--- src/hw/rtl/map_pkg.sv ---
// Types and constants shared by the pooling block modules
package map_pkg;
  localparam int MAX_COLS = 1024;
  localparam int MAX_ROWS = 4096;
  localparam int MAX_POOL = 16;

  localparam int SampleW = 16;
  localparam int SumW    = 24;
  localparam int RowW    = 12;
  localparam int ColW    = 10;
  localparam int RowsW   = 13;
  localparam int ColsW   = 11;
  localparam int PoolW   = 5;
  localparam int PsqW    = 9;
  localparam int CfgW    = 13;
  localparam int IdxW    = 3;

  localparam logic [IdxW-1:0] REG_ROWS = 3'd0;
  localparam logic [IdxW-1:0] REG_COLS = 3'd1;
  localparam logic [IdxW-1:0] REG_POOL = 3'd2;
  localparam logic [IdxW-1:0] REG_MODE = 3'd3;

  localparam logic MODE_MAX = 1'b0;
  localparam logic MODE_AVG = 1'b1;

  typedef struct packed {
    logic signed [SampleW-1:0] sample;
    logic [RowW-1:0]           wr;
    logic [ColW-1:0]           wc;
    logic                      first;
    logic                      last;
    logic                      fend;
  } item_t;

  typedef struct packed {
    logic            mode;
    logic [PsqW-1:0] psq;
  } cfg_t;
endpackage

--- src/hw/rtl/map_front.sv ---
// Front end: config registers, raster position tracking, window classification
module map_front (
  input  logic                          clk,
  input  logic                          rst,
  input  logic                          cfg_we,
  input  logic [map_pkg::IdxW-1:0]      cfg_index,
  input  logic [map_pkg::CfgW-1:0]      cfg_data,
  input  logic                          in_valid,
  input  logic                          in_stall,
  input  logic signed [map_pkg::SampleW-1:0] sample,
  output logic                          push,
  output map_pkg::item_t                push_item,
  output map_pkg::cfg_t                 cfg
);
  import map_pkg::*;

  logic [RowsW-1:0] rows;
  logic [ColsW-1:0] cols;
  logic [PoolW-1:0] p;
  logic             mode;
  logic [PsqW-1:0]  psq;

  logic [RowW-1:0]  r, row_base, wr;
  logic [ColW-1:0]  c, col_base, wc;
  logic [PoolW-1:0] rin, cin;

  logic [RowsW-1:0] rows_w;
  logic [ColsW-1:0] cols_w;
  logic [PoolW-1:0] pool_w;
  logic             win_ok, fend, acc;

  always_comb begin
    if (cfg_data == '0) begin
      rows_w = RowsW'(1);
    end else if (32'(cfg_data) > MAX_ROWS) begin
      rows_w = RowsW'(MAX_ROWS);
    end else begin
      rows_w = cfg_data;
    end
    if (cfg_data[ColsW-1:0] == '0) begin
      cols_w = ColsW'(1);
    end else if (32'(cfg_data[ColsW-1:0]) > MAX_COLS) begin
      cols_w = ColsW'(MAX_COLS);
    end else begin
      cols_w = cfg_data[ColsW-1:0];
    end
    if (cfg_data[PoolW-1:0] == '0) begin
      pool_w = PoolW'(1);
    end else if (32'(cfg_data[PoolW-1:0]) > MAX_POOL) begin
      pool_w = PoolW'(MAX_POOL);
    end else begin
      pool_w = cfg_data[PoolW-1:0];
    end
  end

  assign acc    = in_valid && !in_stall;
  assign win_ok = (14'(row_base) + 14'(p) <= 14'(rows)) &&
                  (12'(col_base) + 12'(p) <= 12'(cols));
  assign fend   = (14'(row_base) + 14'({p, 1'b0}) > 14'(rows)) &&
                  (12'(col_base) + 12'({p, 1'b0}) > 12'(cols));

  assign push             = acc && win_ok;
  assign push_item.sample = sample;
  assign push_item.wr     = wr;
  assign push_item.wc     = wc;
  assign push_item.first  = (rin == '0) && (cin == '0);
  assign push_item.last   = (rin == p - 1'b1) && (cin == p - 1'b1);
  assign push_item.fend   = fend;
  assign cfg.mode         = mode;
  assign cfg.psq          = psq;

  always_ff @(posedge clk) begin
    if (rst) begin
      rows <= RowsW'(1);
      cols <= ColsW'(1);
      p    <= PoolW'(2);
      psq  <= PsqW'(4);
      mode <= MODE_MAX;
      r <= '0; row_base <= '0; wr <= '0; rin <= '0;
      c <= '0; col_base <= '0; wc <= '0; cin <= '0;
    end else if (cfg_we) begin
      case (cfg_index)
        REG_ROWS: rows <= rows_w;
        REG_COLS: cols <= cols_w;
        REG_POOL: begin
          p   <= pool_w;
          psq <= PsqW'(pool_w * pool_w);
        end
        REG_MODE: mode <= cfg_data[0];
        default: ;
      endcase
      if (cfg_index == REG_ROWS || cfg_index == REG_COLS ||
          cfg_index == REG_POOL || cfg_index == REG_MODE) begin
        r <= '0; row_base <= '0; wr <= '0; rin <= '0;
        c <= '0; col_base <= '0; wc <= '0; cin <= '0;
      end
    end else if (acc) begin
      if (ColsW'(c) + 1'b1 == cols) begin
        c <= '0; col_base <= '0; wc <= '0; cin <= '0;
        if (RowsW'(r) + 1'b1 == rows) begin
          r <= '0; row_base <= '0; wr <= '0; rin <= '0;
        end else begin
          r <= r + 1'b1;
          if (rin == p - 1'b1) begin
            rin      <= '0;
            wr       <= wr + 1'b1;
            row_base <= row_base + RowW'(p);
          end else begin
            rin <= rin + 1'b1;
          end
        end
      end else begin
        c <= c + 1'b1;
        if (cin == p - 1'b1) begin
          cin      <= '0;
          wc       <= wc + 1'b1;
          col_base <= col_base + ColW'(p);
        end else begin
          cin <= cin + 1'b1;
        end
      end
    end
  end
endmodule

--- config.mk ---
export PLATFORM = sky130hd
export DESIGN_NAME = map_front
export DESIGN_NICKNAME = d
export VERILOG_FILES = /design/src/hw/rtl/map_pkg.sv /design/src/hw/rtl/map_front.sv
export SDC_FILE = /design/constraint.sdc
export NUM_CORES = 1
export LEC_CHECK = 0
export BUFFER_PORTS_ARGS = -buffer_cell sky130_fd_sc_hd__buf_2
export CAP_MARGIN = 10
export CORE_MARGIN = 3
export CORE_UTILIZATION = 48
export CTS_CLUSTER_SIZE = 14
export DETAILED_ROUTE_END_ITERATION = 7
export PLACE_DENSITY = 0.68
export SLEW_MARGIN = 5
export SYNTH_ARGS = -nofsm -noshare
export SYNTH_HDL_FRONTEND = slang
export SYNTH_SLANG_ARGS = --single-unit
export TNS_END_PERCENT = 1
--- constraint.sdc ---
create_clock -name clk -period 9.08 [get_ports clk]
set_input_delay 0.908 -clock clk [delete_from_list [all_inputs] [get_ports clk]]
set_output_delay 0.908 -clock clk [all_outputs]
set_load 0.02 [all_outputs]
# [Word-level counts from Yosys, hierarchy flattened]
# Index checks and enable logic that the tools add are counted.
[totals] register_bits=115 latch_bits=0 ramBits=0 romBits=0 inputBits=37 output_inout_bits=52 wordCells=115 mem_count=0
[op_classes] add_sub_neg=15 mul=1 n_div=0 order_cmp=7 eq_ne=8 shifts=0 mux=43 bitwise_logic=0 reduce_logical=28
[ops] cell="$mux W12" count=15
[ops] cell="$mux W10" count=12
[ops] cell="$mux W5" count=12
[ops] cell="$mux W13" count=2
[ops] cell="$add A12 B1 Y12 const B" count=2
[ops] cell="$mux W11" count=2
[ops] cell="$add A10 B1 Y10 const B" count=2
[ops] cell="$logic_not A5 Y1" count=3
[ops] cell="$add A12 B1 Y13 const B" count=1
[ops] cell="$add A12 B5 Y13" count=1
[ops] cell="$add A12 B6 Y13" count=1
[ops] cell="$eq A13 B13 Y1" count=1
[ops] cell="$gt A13 B13 Y1" count=1
[ops] cell="$gt A13 B13 Y1 const B" count=1
[ops] cell="$le A13 B13 Y1" count=1
[ops] cell="$logic_not A13 Y1" count=1
[ops] cell="$add A12 B5 Y12" count=1
[ops] cell="$add A10 B1 Y11 const B" count=1
[ops] cell="$add A10 B5 Y11" count=1
[ops] cell="$add A10 B6 Y11" count=1
[ops] cell="$eq A11 B11 Y1" count=1
[ops] cell="$gt A11 B11 Y1" count=1
[ops] cell="$gt A11 B11 Y1 const B" count=1
[ops] cell="$le A11 B11 Y1" count=1
[ops] cell="other kinds (19)" count=36

# [Depth between registers and ports, before layout]
[logic_depth] ltp_word=7 mapped_depth=17 depth_no_buf=17

# [Worst setup path before layout]
# OpenSTA, ideal clock, no wires.
[synth_path] path_type="register to output" startpoint="register p[0]" endpoint="output push" arrival_ns=3.597 required_ns=8.172 slack_ns=4.575 path_stages_with_launch=18 path_buffers=0 path_cell_list="dfxtp_1 -> ha_1 -> inv_1 -> fa_1 -> inv_1 -> a21oi_1 -> o21bai_1 -> a21o_1 -> nand2_1 -> or2_2 -> nand2_1 -> ha_1 -> a21o_1 -> a21o_1 -> a21oi_1 -> o21ai_0 -> a31o_2 -> a221oi_1"
[synth_between] elab_chain_cells=4 word_cells_on_any_way=6 cone_classes="2 x add/sub; 2 x order compare; 2 x reduce/logical"
[synth_lines] element="start, declared" line_no="map_front.sv:19" source="logic [PoolW-1:0] p;"
[synth_lines] element="start signal, assigned" line_no="map_front.sv:76" source="p <= PoolW'(2);"
[synth_lines] element="start signal, assigned" line_no="map_front.sv:86" source="p <= pool_w;"
[synth_lines] element="$add A12 B5 Y13 / $add A10 B5 Y11 (equally long branches)" line_no="map_front.sv:57, map_front.sv:58"
[synth_lines] element="$le A13 B13 Y1 / $le A11 B11 Y1 (equally long branches)" line_no="map_front.sv:57, map_front.sv:58"
[synth_lines] element="$logic_and A1 B1 Y1 (*)" line_no="map_front.sv:57" source="assign win_ok = (14'(row_base) + 14'(p) <= 14'(rows)) &&"
[synth_lines] element="$logic_and A1 B1 Y1 (*)" line_no="map_front.sv:62" source="assign push = acc && win_ok;"
[synth_lines] element="end, declared" line_no="map_front.sv:11" source="output logic push,"
# Mark *: on every way between the ends. The rest lies on a longest branch, timed or not.

# [Worst setup path after layout]
# Same ends and word-level chain as after synthesis.

==> metrics.txt <==
largest family of logic cells by synthesized area=simple AND/OR/NAND/NOR gates; Post-DRT Antenna Nets=0; Via density=about 5.7; Vias=about 7500; Worst setup EP type=output pin; CTS tree=yes; critical path class=flip-flop to output pin; vias in the first global route=about 7000; site row count=between 40 and 50; f_max=~190 MHz; Clock transition at path regs=0.06 ns; clk_skew=0.00824 ns; post-synthesis mux area share=0.00825; VDD IR max=0.138 mV; Final Cycle Share=0.587; Lkg Pwr=3.93 nW; critical path arrival=approximately 4.4 ns; largest net degree at the start of global routing=64; First-pass DRT Iterations=5; Post-DP Area=about 8800 um^2; CTS resizes=0; post-synthesis xor/xnor area fraction=0.0886; CP Cell Sequence=ha_1 -> inv_1 -> fa_1 -> inv_1 -> a21oi_1 -> o21bai_1 -> a21o_1 -> nand2_1 -> or2_2 -> nand2_1 -> ha_1 -> a21o_1 -> a21o_1 -> a21oi_1 -> o21ai_0 -> a31o_2 -> a221oi_1 -> buf_2; Synth Register Bits=113; detailed-placement wirelength estimate=about 16 mm; outcome=finished, final reports clean; first-pass GRT wire length=36.0 mm; IO Pins=89; DRC viols=0; crit path launch type=flip-flop; IO buf count=55; syn avg cell area=8.06 um^2; compound-gate portion of the synthesized area=0.205; Antenna diodes=0; Final Hold Viols=0; Initial DRC Count=550; total wire length=~22 mm; share of power burned in registers=0.380; CTS buffer count=17; Syn-to-layout area delta=10.0%; fin nets=1198; max_cap viols=0; Clock Power Share=0.508; final worst path period need=5.33 ns; core area=approximately 17000 um^2; Comb pwr share=0.112; switching share of power=0.266; gr usage total=0.228; GRT Residual Overflow=0; post-synthesis simple-gate area fraction=0.213; Least-Margin Pin Slew=roughly 1.1 ns; hold bufs inserted after CTS=0; cell area after layout=9350 um^2; EDFF count, synth=0; Top FF cell, synth=dfxtp_1; Seq/Total Area, Yosys=0.266; Initial Util=0.491; crit-path most repeated cell=a21o_1; cell area power density=143 nW/um^2; WL/cell=16.6 um; H-tree depth=4; CTS Root Cell=clkbuf_16; worst endpoint required time=8.17 ns; chip height=139 um; Post-Synth Adder-Cell Area=0.144; layout cells sized above 1=0.105; CTS sink count=113; cells after synthesis=1054; Setup Fix Bufs, Post-CTS=0; Die W=139 um; asr flop ratio synth=0; Mapped Area=8500 um^2; relative max-transition margin=0.290; die area=19300 um^2; Placer Congestion=0.898; switching pwr=between 300 and 400 uW; worst hold path type=flip-flop to flip-flop; setup TNS=0 ns; Clock Latency Late Sink=0.42 ns; unrepaired setup endpoints after global routing=no; yosys warns=0; fill count=1620; CTS max path bufs=2; Slowest-stage cell, CP=dfxtp_1; initial antenna violation count=0; fin. max-slew vios=0; Yosys cell types=just over 70; internal power=980 uW; Crit Path Max Fanout=10; Largest stage delay, worst path=0.57 ns; final setup vio count=0
sequential cells by signal (all words and copies together) (netlist names):
name and cells:
rows 13, r 12, row_base 12, wr 12, cols 11, c 10, col_base 10, wc 10
psq 7, cin 5, p 5, rin 5, mode 1
cell type report:
| cell class | count | area [um^2] | share of cell area |
|---|---|---|---|
| Clock buffer | 17 | 425 | 0.0455 |
| Tap cell | 225 | 282 | 0.0301 |
| Clock inverter | 15 | 168 | 0.0179 |
| Inverter | 73 | 274 | 0.0293 |
| Timing Repair Buffer | 61 | 320 | 0.0343 |
| Sequential cell | 113 | 2260 | 0.242 |
| Multi-Input combinational cell | 802 | 5620 | 0.601 |
through the flow:
stage,hold WS [ns],power (mW),setup slack (ns),cells,util
final,0.448,1.34,3.75,1306,0.540
after global routing,0.480,1.38,3.48,1306,0.540
after CTS,0.450,1.35,3.70,1306,0.540
after detailed placement,0.442,0.667,4.19,1274,0.506
after global placement,0.436,0.666,4.28,1274,0.506
after floorplan,0.465,0.633,4.58,1056,-
layer usage:
layer | track usage | wire [um] | up-vias
met5 | 0 | 0 | -
met4 | 0.110 | 776 | 0
met3 | 0.0393 | 922 | 50
met2 | 0.360 | 9980 | 180
met1 | 0.302 | 9950 | 3507
li1 | - | - | 3764
Yosys cell counts, drive strengths merged (21+ instances only):
library cell	n	area [um^2]
nand4	21	131
ha	86	1080
nor3	21	105
dfxtp	113	2260
o21ai	49	245
xor2	33	289
buf	34	224
clkbuf	34	128
a21o	23	173
inv	73	274
nor2	86	323
nand2	69	259
nand3	45	243
a21oi	76	380
xnor2	53	464
power groups by stage:
| stage | sequential (mW) | combinational, mW | clock (mW) |
|---|---|---|---|
| after global routing | 0.509 | 0.166 | 0.709 |
| after detailed placement | 0.519 | 0.148 | 0 |
| after global placement | 0.518 | 0.147 | 0 |
| final | 0.508 | 0.149 | 0.678 |
| after floorplan | 0.517 | 0.116 | 0 |
| after CTS | 0.508 | 0.149 | 0.692 |
critical path, delay by kind of cell, from the launching register on:
family                     cells  cell delay, ns
adders and majority gates      3            0.89
DFF                            1            0.57
and+or+nand+nor                3            0.50
buffers and inverters          3            0.37
AOI/OAI and AO/OA              9            1.67
cells in the final DEF (no fill, tap or decap), drive strengths merged, types with 20 or more instances in the layout:
cell type  synthesis  routed
xor2              33      33
nor3              21      21
dfxtp            113     113
nor2              86      86
nand4             21      21
nand2             69      69
and3              20      20
a21oi             76      76
a21o              23      23
ha                86      86
xnor2             53      53
o21ai             49      49
buf               34      61
nand3             45      45
inv               73      74
cell families after synthesis:
| logic type | count (synthesis) |
|---|---|
| compound gates | 261 |
| xor+xnor | 86 |
| fa+ha+maj | 94 |
| buf+inv | 141 |
| flops | 113 |
| mux | 7 |
| other cells | 2 |
| simple gates | 350 |
worst paths after layout:
path | start | endpoint | slack (ns) | depth (start not counted)
hold reg to reg | psq[6]$_SDFFE_PP0P_ | psq[6]$_SDFFE_PP0P_ | 0.45 | 2
setup / recovery | p[0]$_SDFFE_PP0P_ | push | 3.75 | 18
setup reg to reg | c[0]$_SDFFE_PP0P_ | row_base[0]$_SDFFE_PP0P_ | 5.14 | 9
hold / removal | psq[6]$_SDFFE_PP0P_ | psq[6]$_SDFFE_PP0P_ | 0.45 | 2
Note: power is estimated with default switching activity, not from simulation.
