## config.mk

```make
export PLATFORM = sky130hd
export DESIGN_NAME = map_fifo
export DESIGN_NICKNAME = d
export VERILOG_FILES = /design/src/hw/rtl/map_pkg.sv /design/src/hw/rtl/map_fifo.sv
export SDC_FILE = /design/constraint.sdc
export NUM_CORES = 1
export LEC_CHECK = 0
export BUFFER_PORTS_ARGS = -buffer_cell sky130_fd_sc_hd__buf_2
export CORE_ASPECT_RATIO = 1.1
export CORE_MARGIN = 3
export CORE_UTILIZATION = 50
export CTS_BUF_LIST = sky130_fd_sc_hd__clkbuf_16
export DETAILED_ROUTE_END_ITERATION = 8
export GPL_TIMING_DRIVEN = 0
export PLACE_DENSITY = 0.81
export RECOVER_POWER = 25
export SLEW_MARGIN = 20
export SYNTH_ARGS = -nofsm -noshare
export SYNTH_HDL_FRONTEND = slang
export SYNTH_SLANG_ARGS = --single-unit
```

## constraint.sdc

```tcl
create_clock -name clk -period 3.2 [get_ports clk]
set_input_delay 0.64 -clock clk [delete_from_list [all_inputs] [get_ports clk]]
set_output_delay 0.64 -clock clk [all_outputs]
set_load 0.01 [all_outputs]
```

## src/hw/rtl/map_pkg.sv

```systemverilog
// Types and constants shared by the pooling block modules
package map_pkg;
  localparam int MAX_COLS = 1024;
  localparam int MAX_ROWS = 4096;
  localparam int MAX_POOL = 16;

  localparam int SampleW = 16;
  localparam int SumW    = 24;
  localparam int RowW    = 12;
  localparam int ColW    = 10;
  localparam int RowsW   = 13;
  localparam int ColsW   = 11;
  localparam int PoolW   = 5;
  localparam int PsqW    = 9;
  localparam int CfgW    = 13;
  localparam int IdxW    = 3;

  localparam logic [IdxW-1:0] REG_ROWS = 3'd0;
  localparam logic [IdxW-1:0] REG_COLS = 3'd1;
  localparam logic [IdxW-1:0] REG_POOL = 3'd2;
  localparam logic [IdxW-1:0] REG_MODE = 3'd3;

  localparam logic MODE_MAX = 1'b0;
  localparam logic MODE_AVG = 1'b1;

  typedef struct packed {
    logic signed [SampleW-1:0] sample;
    logic [RowW-1:0]           wr;
    logic [ColW-1:0]           wc;
    logic                      first;
    logic                      last;
    logic                      fend;
  } item_t;

  typedef struct packed {
    logic            mode;
    logic [PsqW-1:0] psq;
  } cfg_t;
endpackage

```

## src/hw/rtl/map_fifo.sv

```systemverilog
// Four-entry queue between front and back
module map_fifo (
  input  logic           clk,
  input  logic           rst,
  input  logic           push,
  input  map_pkg::item_t push_item,
  input  logic           pop,
  output map_pkg::item_t pop_item,
  output logic           empty,
  output logic           full
);
  import map_pkg::*;

  item_t      slots [4];
  logic [1:0] wp, rp;
  logic [2:0] count;

  assign empty    = (count == 3'd0);
  assign full     = (count == 3'd4);
  assign pop_item = slots[rp];

  always_ff @(posedge clk) begin
    if (push) begin
      slots[wp] <= push_item;
    end
  end

  always_ff @(posedge clk) begin
    if (rst) begin
      wp <= '0; rp <= '0; count <= '0;
    end else begin
      if (push) begin
        wp <= wp + 1'b1;
      end
      if (pop) begin
        rp <= rp + 1'b1;
      end
      count <= count + 3'(push) - 3'(pop);
    end
  end
endmodule

```

After elaboration in Yosys (flattened, before gate mapping)
Memory sizes are Yosys's and may differ from the RTL's. A register that Yosys moved wholly into a read port is not among the register bits.
Cells that the tools add are included.
- register bits after elaboration: 7
- latch bits: 0
- bits in writable memories: 164
- bits in read-only memories: 0
- output and inout port bits: 43
- logic and storage cells: 14
- memories kept: 1
- memory list (memory ; words ; width ; read ports ; clocked after memory_dff ; write ports ; RTL line ; source):
    slots ; 4 ; 41 ; 1 ; 1 ; 1 ; map_fifo.sv:14 ; item_t slots [4];
- add/subtract/negate cells: 4
- $mul: 0
- div/mod/pow operators: 0
- magnitude comparators: 0
- equality and inequality tests: 1
- shift operators: 0
- mux-type cells: 4
- bitwise logic cells: 0
- reduce and logical (&&, ||, !) cells: 1
- operator list (kind ; count):
    adder 2 x 1 -> 2 bit, second input constant ; 2
    2-to-1 mux 2 bit ; 2
    adder 3 x 1 -> 3 bit ; 1
    equality test 3 bit, second input constant ; 1
    logical NOT 3 bit ; 1
    subtractor 3 x 1 -> 3 bit ; 1
    2-to-1 mux 1 bit ; 2

Logic depth before layout (Yosys ltp)
Gate-level depths: netlist (run 1).
- word-level depth: 3
- gate-level depth with buffers: 7

Least setup slack after synthesis (run 1)
OpenSTA, ideal clock, no wires.
- path type: input-to-reg
- start: input push
- end: memory slots[0][0] in the netlist's numbering, enable pin
- setup time: 0.402 ns
- arrival: 1.634 ns
- data required time: 2.798 ns
- setup slack: 1.164 ns
- stages on the path: 1
- path buffers: 0
- cell sequence: and2_1
- word-level cells in the longest chain between the ends: 2
- ends and longest elaborated chain (what ; RTL line ; source):
    start: declaration ; map_fifo.sv:5 ; input logic push,
    2-to-1 mux 1 bit ; map_fifo.sv:23 ; if (push) begin
    2-to-1 mux 1 bit (implied by the code) ; map_fifo.sv:24 ; slots[wp] <= push_item;
    end: declaration ; map_fifo.sv:14 ;
No other way between the ends.

==> results of run 1 <==
worst min path at each step:
stage	to	slack (ns)	depth (start not counted)
floorplan	flop	0.49	2
global placement	rp[1]	0.52	2
detailed placement	rp[1]	0.54	2
CTS	slots[2][11]	0.42	1
global route	slots[3][37]	0.44	1
finish	slots[0][25]	0.44	1
stage by stage:
step	util (%)	power, mW	instances	hold slack [ns]	setup slack (ns)
after floorplan	-	3.00	257	0.492	1.16
after global placement	57.2	3.19	498	0.516	0.192
after detailed placement	57.3	3.22	498	0.540	0.980
after CTS	61.8	5.12	530	0.418	0.716
after global routing	61.5	5.27	530	0.435	0.657
final	61.5	5.05	530	0.438	0.793
logic make-up after synthesis:
logic type,count (synthesis)
buffers and inverters,16
DFF,173
adders and majority gates,7
xor gates and xnor gates,3
and+or+nand+nor,14
AOI/OAI and AO/OA,2
muxes,42
area by class of cell:
class / instances / area, um^2 / area share (%)
Inverter: 6 / 22.5 / 0.298
Buffer: 10 / 115 / 1.52
Sequential cell: 173 / 5100 / 67.5
Clock buffer: 17 / 425 / 5.62
Tap cell: 154 / 193 / 2.55
Timing Repair Buffer: 87 / 399 / 5.28
Clock inverter: 15 / 133 / 1.75
Multi-Input combinational cell: 68 / 1170 / 15.5
layout by cell type (no fill, tap or decap), types with 3 or more instances in the layout:
cell type	count
clkbuf_16	17
buf_12	4
nor2_1	5
dfxtp_1	9
clkinvlp_4	4
clkinv_2	3
edfxtp_1	164
buf_2	62
inv_1	8
clkbuf_1	29
and2_4	4
ha_1	6
mux4_2	40
clkinv_1	3
routing by layer:
layer  wire [um]  up-vias
li1            -     1289
met1        4370     1471
met2        5440       75
met3         542        8
met4          89        0
met5           0        -
power by group through the flow:
stage	logic, mW	clock network [mW]	registers [mW]
floorplan	0.331	0	2.67
global placement	0.512	0	2.68
detailed placement	0.535	0	2.68
CTS	0.536	1.95	2.64
global route	0.560	2.07	2.64
finish	0.513	1.91	2.63
registers in the layout (all words and copies together) (netlist names), named ones only:
register / cells
wp: 2
rp: 2
count: 3
slots: 164
==> key figures, run 1 <==
Clock tree
  – H-tree lvl count: 4
  – Worst-Skew Late Latency: 0.41 ns
  – Clk sinks: 173
  – Total clock buffers created by CTS: 17
  – Worst-path clk slew: 0.06 ns
  – Post-CTS Setup Bufs: 0
  – Root Buffer: clkbuf_16
  – CTS resizes: 0
  – Cts hold-fix bufs: 0
  – Max Root-Sink Buffers: 2
  – TritonCTS clock tree: yes

Drt
  – Initial drt markers: 146
  – WL per Instance: 19.7 um
  – Drt first pass iters: 4
  – Vias per cell: 5.36
  – Routed via count: 2,843
  – Drt total wl: 10,400 um
  – Remaining routing DRC violations: 0
  – DRT antenna net count: 0

Timing
  – Worst rel slew slack: 55.7%
  – Actual slew at the worst max-slew pin: 0.665 ns
  – Final setup violation count: 0
  – Setup TNS after final layout: 0 ns
  – Final Hold Violating Endpoints: 0
  – Final Max Tran Viols: 0
  – Max frequency: 416 MHz
  – Period utilization: 75.2%
  – Setup Skew: 0.0141 ns
  – RSZ-0062 raised after global routing: no
  – Tmin final: 2.41 ns

Placed design
  – Area after DPL: 7040 um^2
  – Final RePlAce weighted congestion: 0.660
  – IO buf count: 87
  – DP HPWL: 6260 um

Worst setup path
  – Crit path cell chain: buf_1 > buf_2 > mux4_2 > buf_2
  – Critical path's largest stage delay: 0.36 ns
  – Crit Reg-Reg Endpoint: count[2]
  – Worst Setup EP: pop_item[22]
  – Most common cell on crit path: buf_2
  – Worst setup SP type: flop
  – Critical path's top delay family: buffers and inverters
  – Kind of critical path: reg2out
  – Worst Path Arrival: 1.77 ns
  – Worst-path fanout max: 10
  – Required @ worst endpoint: 2.56 ns
  – Worst setup EP type: output pin
  – Critical Path Stages: 4
  – Crit-path slowest cell: mux4_2
  – Buf/Inv on CP: 3
  – Cells on worst reg2reg path: 7
  – Worst flop-to-flop path startpoint: count[0]
  – Setup slack, reg-to-reg: 1.37 ns

Yosys
  – Synth Area in Compound Gates: 0.234%
  – Fraction of registers with async set/reset: 0%
  – Sequential share of the synthesized area: 79.7%
  – Cells after Synth: 257
  – Flops & latches, synth: 173
  – Yosys cell types: 22
  – Post-synthesis simple-gate area fraction: 1.17%
  – Number of synthesized flops with an enable pin: 164
  – Mux cell area share after synthesis: 14.6%
  – Synth Area in XOR/XNOR: 0.645%
  – Largest family of logic cells by synthesized area: multiplexers
  – Post-Syn Area: 6410 um^2
  – Syn nets: 309
  – Ranking of synthesized cells by area: edfxtp_1 (77%), mux4_2 (14%), dfxtp_1 (2.8%)
  – Synth area leader: edfxtp_1
  – Syn_area_per_cell: 24.9 um^2
  – Top-count cell post-synth: edfxtp_1
  – Yosys warnings: 0
  – Synth Area in Adders: 1.48%
  – Ys flop type: edfxtp_1
  – Synth cell count leaders: edfxtp_1 (164), mux4_2 (40), dfxtp_1 (9), ha_1 (6), inv_1 (6)
  – Share of the synthesized area in the top cell type: 76.9%

Hold path
  – Min-delay src: push_item[25]
  – Tightest Hold Check Type: in2reg

Cells and area
  – Filler cell count: 888
  – Share of cells above drive strength 1: 37.0%
  – Antenna cells: 0
  – Final nets: 415
  – Area Growth Syn to Fin: 18.1%
  – Final instance area: 7570 um^2

Global route
  – Vias in the first global route: 3,168
  – Met1 GRT Util: 21.3%
  – Most used routing layer in global routing: met2
  – Initial antenna violation count: 0
  – GRT Util Overall: 16.2%
  – Met2 usage in global routing: 25.4%
  – Remaining global-route overflow: 0
  – Largest net degree at the start of global routing: 42
  – Met3 Use GR: 5.44%
  – First-pass GRT wire length: 16,900 um

Floorplan
  – Die span in x: 114 um
  – Initial Util: 52.1%
  – Die footprint: 14,200 um^2
  – Top Ports: 88
  – Area of the core: 12,300 um^2
  – Die height: 125 um
  – # rows: 42

Power
  – Flop pwr share: 52.1%
  – Internal power: 3.98 mW
  – Switch Pwr: 1.07 mW
  – Worst VDD drop: 0.412 mV
  – Switching Share: 21.2%
  – Leak pwr: 2.54 nW
  – PD cells: 668 nW/um^2
  – Comb pwr share: 10.2%
  – Clock Power Share: 37.7%

Run
  – Max-capacitance violation count: 0

Run status
  – Status: complete, no violations
Power figures use the tool's default switching activity.
==> run 2: changes to the inputs <==
==> constraint.sdc (replaced) <==
create_clock -name clk -period 2.35 [get_ports clk]
set_input_delay 0.47 -clock clk [delete_from_list [all_inputs] [get_ports clk]]
set_output_delay 0.47 -clock clk [all_outputs]
set_load 0.01 [all_outputs]
==> key figures, run 2 (same netlist as run 1, synthesis figures left out) <==
Timing
  – Max frequency: 444 MHz
  – Worst rel slew slack: 55.8% (+0.16 points)
  – Final Max Tran Viols: 0 (unchanged)
  – Worst hold margin: 0.267 ns (-0.171 ns)
  – Final setup violation count: 0 (unchanged)
  – Final Hold Violating Endpoints: 0 (unchanged)
  – Setup Skew: 0.0119 ns (-0.00216 ns)
  – Period utilization: 95.7%
  – Actual slew at the worst max-slew pin: 0.663 ns (-0.00236 ns)
  – Tmin final: 2.25 ns
  – RSZ-0062 raised after global routing: yes

Cells and area
  – Area Growth Syn to Fin: 18.2% (about the same)
  – Filler cell count: 887 (-0.11%)
  – Final nets: 415 (unchanged)
  – Most common cell after layout, fill and taps aside: edfxtp_1
  – Share of cells above drive strength 1: 37.0% (unchanged)
  – Commonest cells after routing, fill and taps aside: edfxtp_1 (164), buf_2 (59), mux4_2 (40)
  – Post-layout util: 61.6% (about the same)
  – Largest register by flop count: slots
  – Antenna cells: 0 (unchanged)
  – Top flop regs: slots: 164 flops, count: 3 flops
  – Max FFs per register: 164 (unchanged)

Placed design
  – Final RePlAce weighted congestion: 0.660 (unchanged)
  – DP HPWL: 6260 um (unchanged)
  – IO buf count: 87 (unchanged)

Worst setup path
  – Worst Path Arrival: 1.78 ns (about the same)
  – Critical path's largest stage delay: 0.36 ns (about the same)
  – Worst setup SP type: flop
  – Crit path cell chain: buf_1 > buf_2 > mux4_2 > buf_2
  – Most common cell on crit path: buf_2
  – Worst Setup EP: pop_item[2]
  – Required @ worst endpoint: 1.88 ns (-0.68 ns)
  – Worst setup EP type: output pin
  – Setup slack, reg-to-reg: 0.52 ns (-0.85 ns)
  – Worst flop-to-flop path startpoint: count[0]
  – Kind of critical path: reg2out
  – Crit-path slowest cell: mux4_2
  – Worst-path fanout max: 10 (unchanged)
  – Cells on worst reg2reg path: 7 (unchanged)
  – Crit Reg-Reg Endpoint: count[2]

Power
  – PnR Total Power: 6.88 mW (+36%)
  – Leak pwr: 2.54 nW (about the same)
  – PD cells: 909 nW/um^2 (+36%)
  – Worst VDD drop: 0.562 mV (+36%)

Global route
  – GRT Util Overall: 16.2% (unchanged)
  – Remaining global-route overflow: 0 (unchanged)
  – Largest net degree at the start of global routing: 42 (unchanged)
  – Vias in the first global route: 3,168 (unchanged)
  – Initial antenna violation count: 0 (unchanged)
  – First-pass GRT wire length: 16,900 um (unchanged)

Drt
  – Drt first pass iters: 4 (unchanged)
  – DRT antenna net count: 0 (unchanged)
  – WL per Instance: 19.7 um (about the same)
  – Drt total wl: 10,400 um (about the same)
  – Initial drt markers: 154 (+5.5%)
  – Routed via count: 2,838 (-0.18%)
  – Remaining routing DRC violations: 0 (unchanged)
  – Vias per cell: 5.35 (-0.18%)

Clock tree
  – Max Root-Sink Buffers: 2 (unchanged)
  – H-tree lvl count: 4 (unchanged)
  – Worst-Skew Late Latency: 0.41 ns (about the same)
  – Cts hold-fix bufs: 0 (unchanged)
  – Root Buffer: clkbuf_16
  – Worst-path clk slew: 0.06 ns (about the same)
  – TritonCTS clock tree: yes
  – Clk sinks: 173 (unchanged)
  – Post-CTS Setup Bufs: 0 (unchanged)
  – Total clock buffers created by CTS: 17 (unchanged)

Run status
  – Status: complete, no violations

Run
  – Max-capacitance violation count: 0 (unchanged)

Floorplan
  – Area of the core: 12,300 um^2 (unchanged)
  – Initial Util: 52.1% (unchanged)
  – Die height: 125 um (unchanged)
  – Top Ports: 88 (unchanged)
  – Die footprint: 14,200 um^2 (unchanged)
  – Die span in x: 114 um (unchanged)
  – # rows: 42 (unchanged)

Hold path
  – Tightest Hold Check Type: in2reg
-- run 2: worst max-delay path, delay by kind of cell, from the launching register on --
kind                   cells  cell delay, ns
buffers and inverters      3            0.71
flip-flops                 1            0.30
multiplexers               1            0.36
-- run 2: cell type report --
class	instances	area (um^2)	share of cell area, %
buffer	10	123	1.62
clock buffer	17	425	5.62
clock inverter	15	133	1.75
inverter	6	22.5	0.297
multi-input combinational	68	1170	15.5
sequential	173	5100	67.4
tap	154	193	2.54
timing repair buffer	87	399	5.27
-- run 2: layer usage --
metal / part of all wire, % / up-vias / GRT usage, % / wire [um]
met1: 41 / 1462 / 21.3 / 4320
met5: 0 / - / 0 / 0
met4: 0.86 / 0 / 5.66 / 90
met3: 5.7 / 8 / 5.44 / 597
li1: - / 1288 / - / -
met2: 52 / 80 / 25.4 / 5430
-- run 2: what timing repair did --
action,4_1_cts,5_1_grt
hold endpoints to repair,0,0
endpoints found under the setup margin,0,5
resized for setup,0,3
-- run 2: how the worst min path moves through the flow --
stage	depth (start not counted)	endpoint	slack, ns	from
2_1_floorplan	2	flop	0.49	rp[1]
3_3_place_gp	2	rp[1]	0.52	rp[0]
3_5_place_dp	2	rp[1]	0.54	rp[0]
4_1_cts	1	slots[2][11]	0.25	push_item[11]
5_1_grt	1	slots[3][37]	0.27	push_item[37]
6_report	1	slots[0][25]	0.27	push_item[25]
-- run 2: power breakdown --
part	switching, mW	internal, mW
sequential	0.0445	3.54
clock	1.06	1.54
combinational	0.355	0.346
total	1.46	5.43
-- run 2: through the flow --
| step | cells | setup slack (ns) | setup TNS [ns] | cell area, um^2 |
|---|---|---|---|---|
| floorplan | 257 | 0.415 | 0 | 6410 |
| global placement | 498 | -0.488 | -76.04 | 7030 |
| detailed placement | 498 | 0.300 | 0 | 7040 |
| CTS | 530 | 0.0358 | 0 | 7600 |
| global route | 530 | -0.00240 | -0.00240 | 7570 |
| finish | 530 | 0.100 | 0 | 7570 |
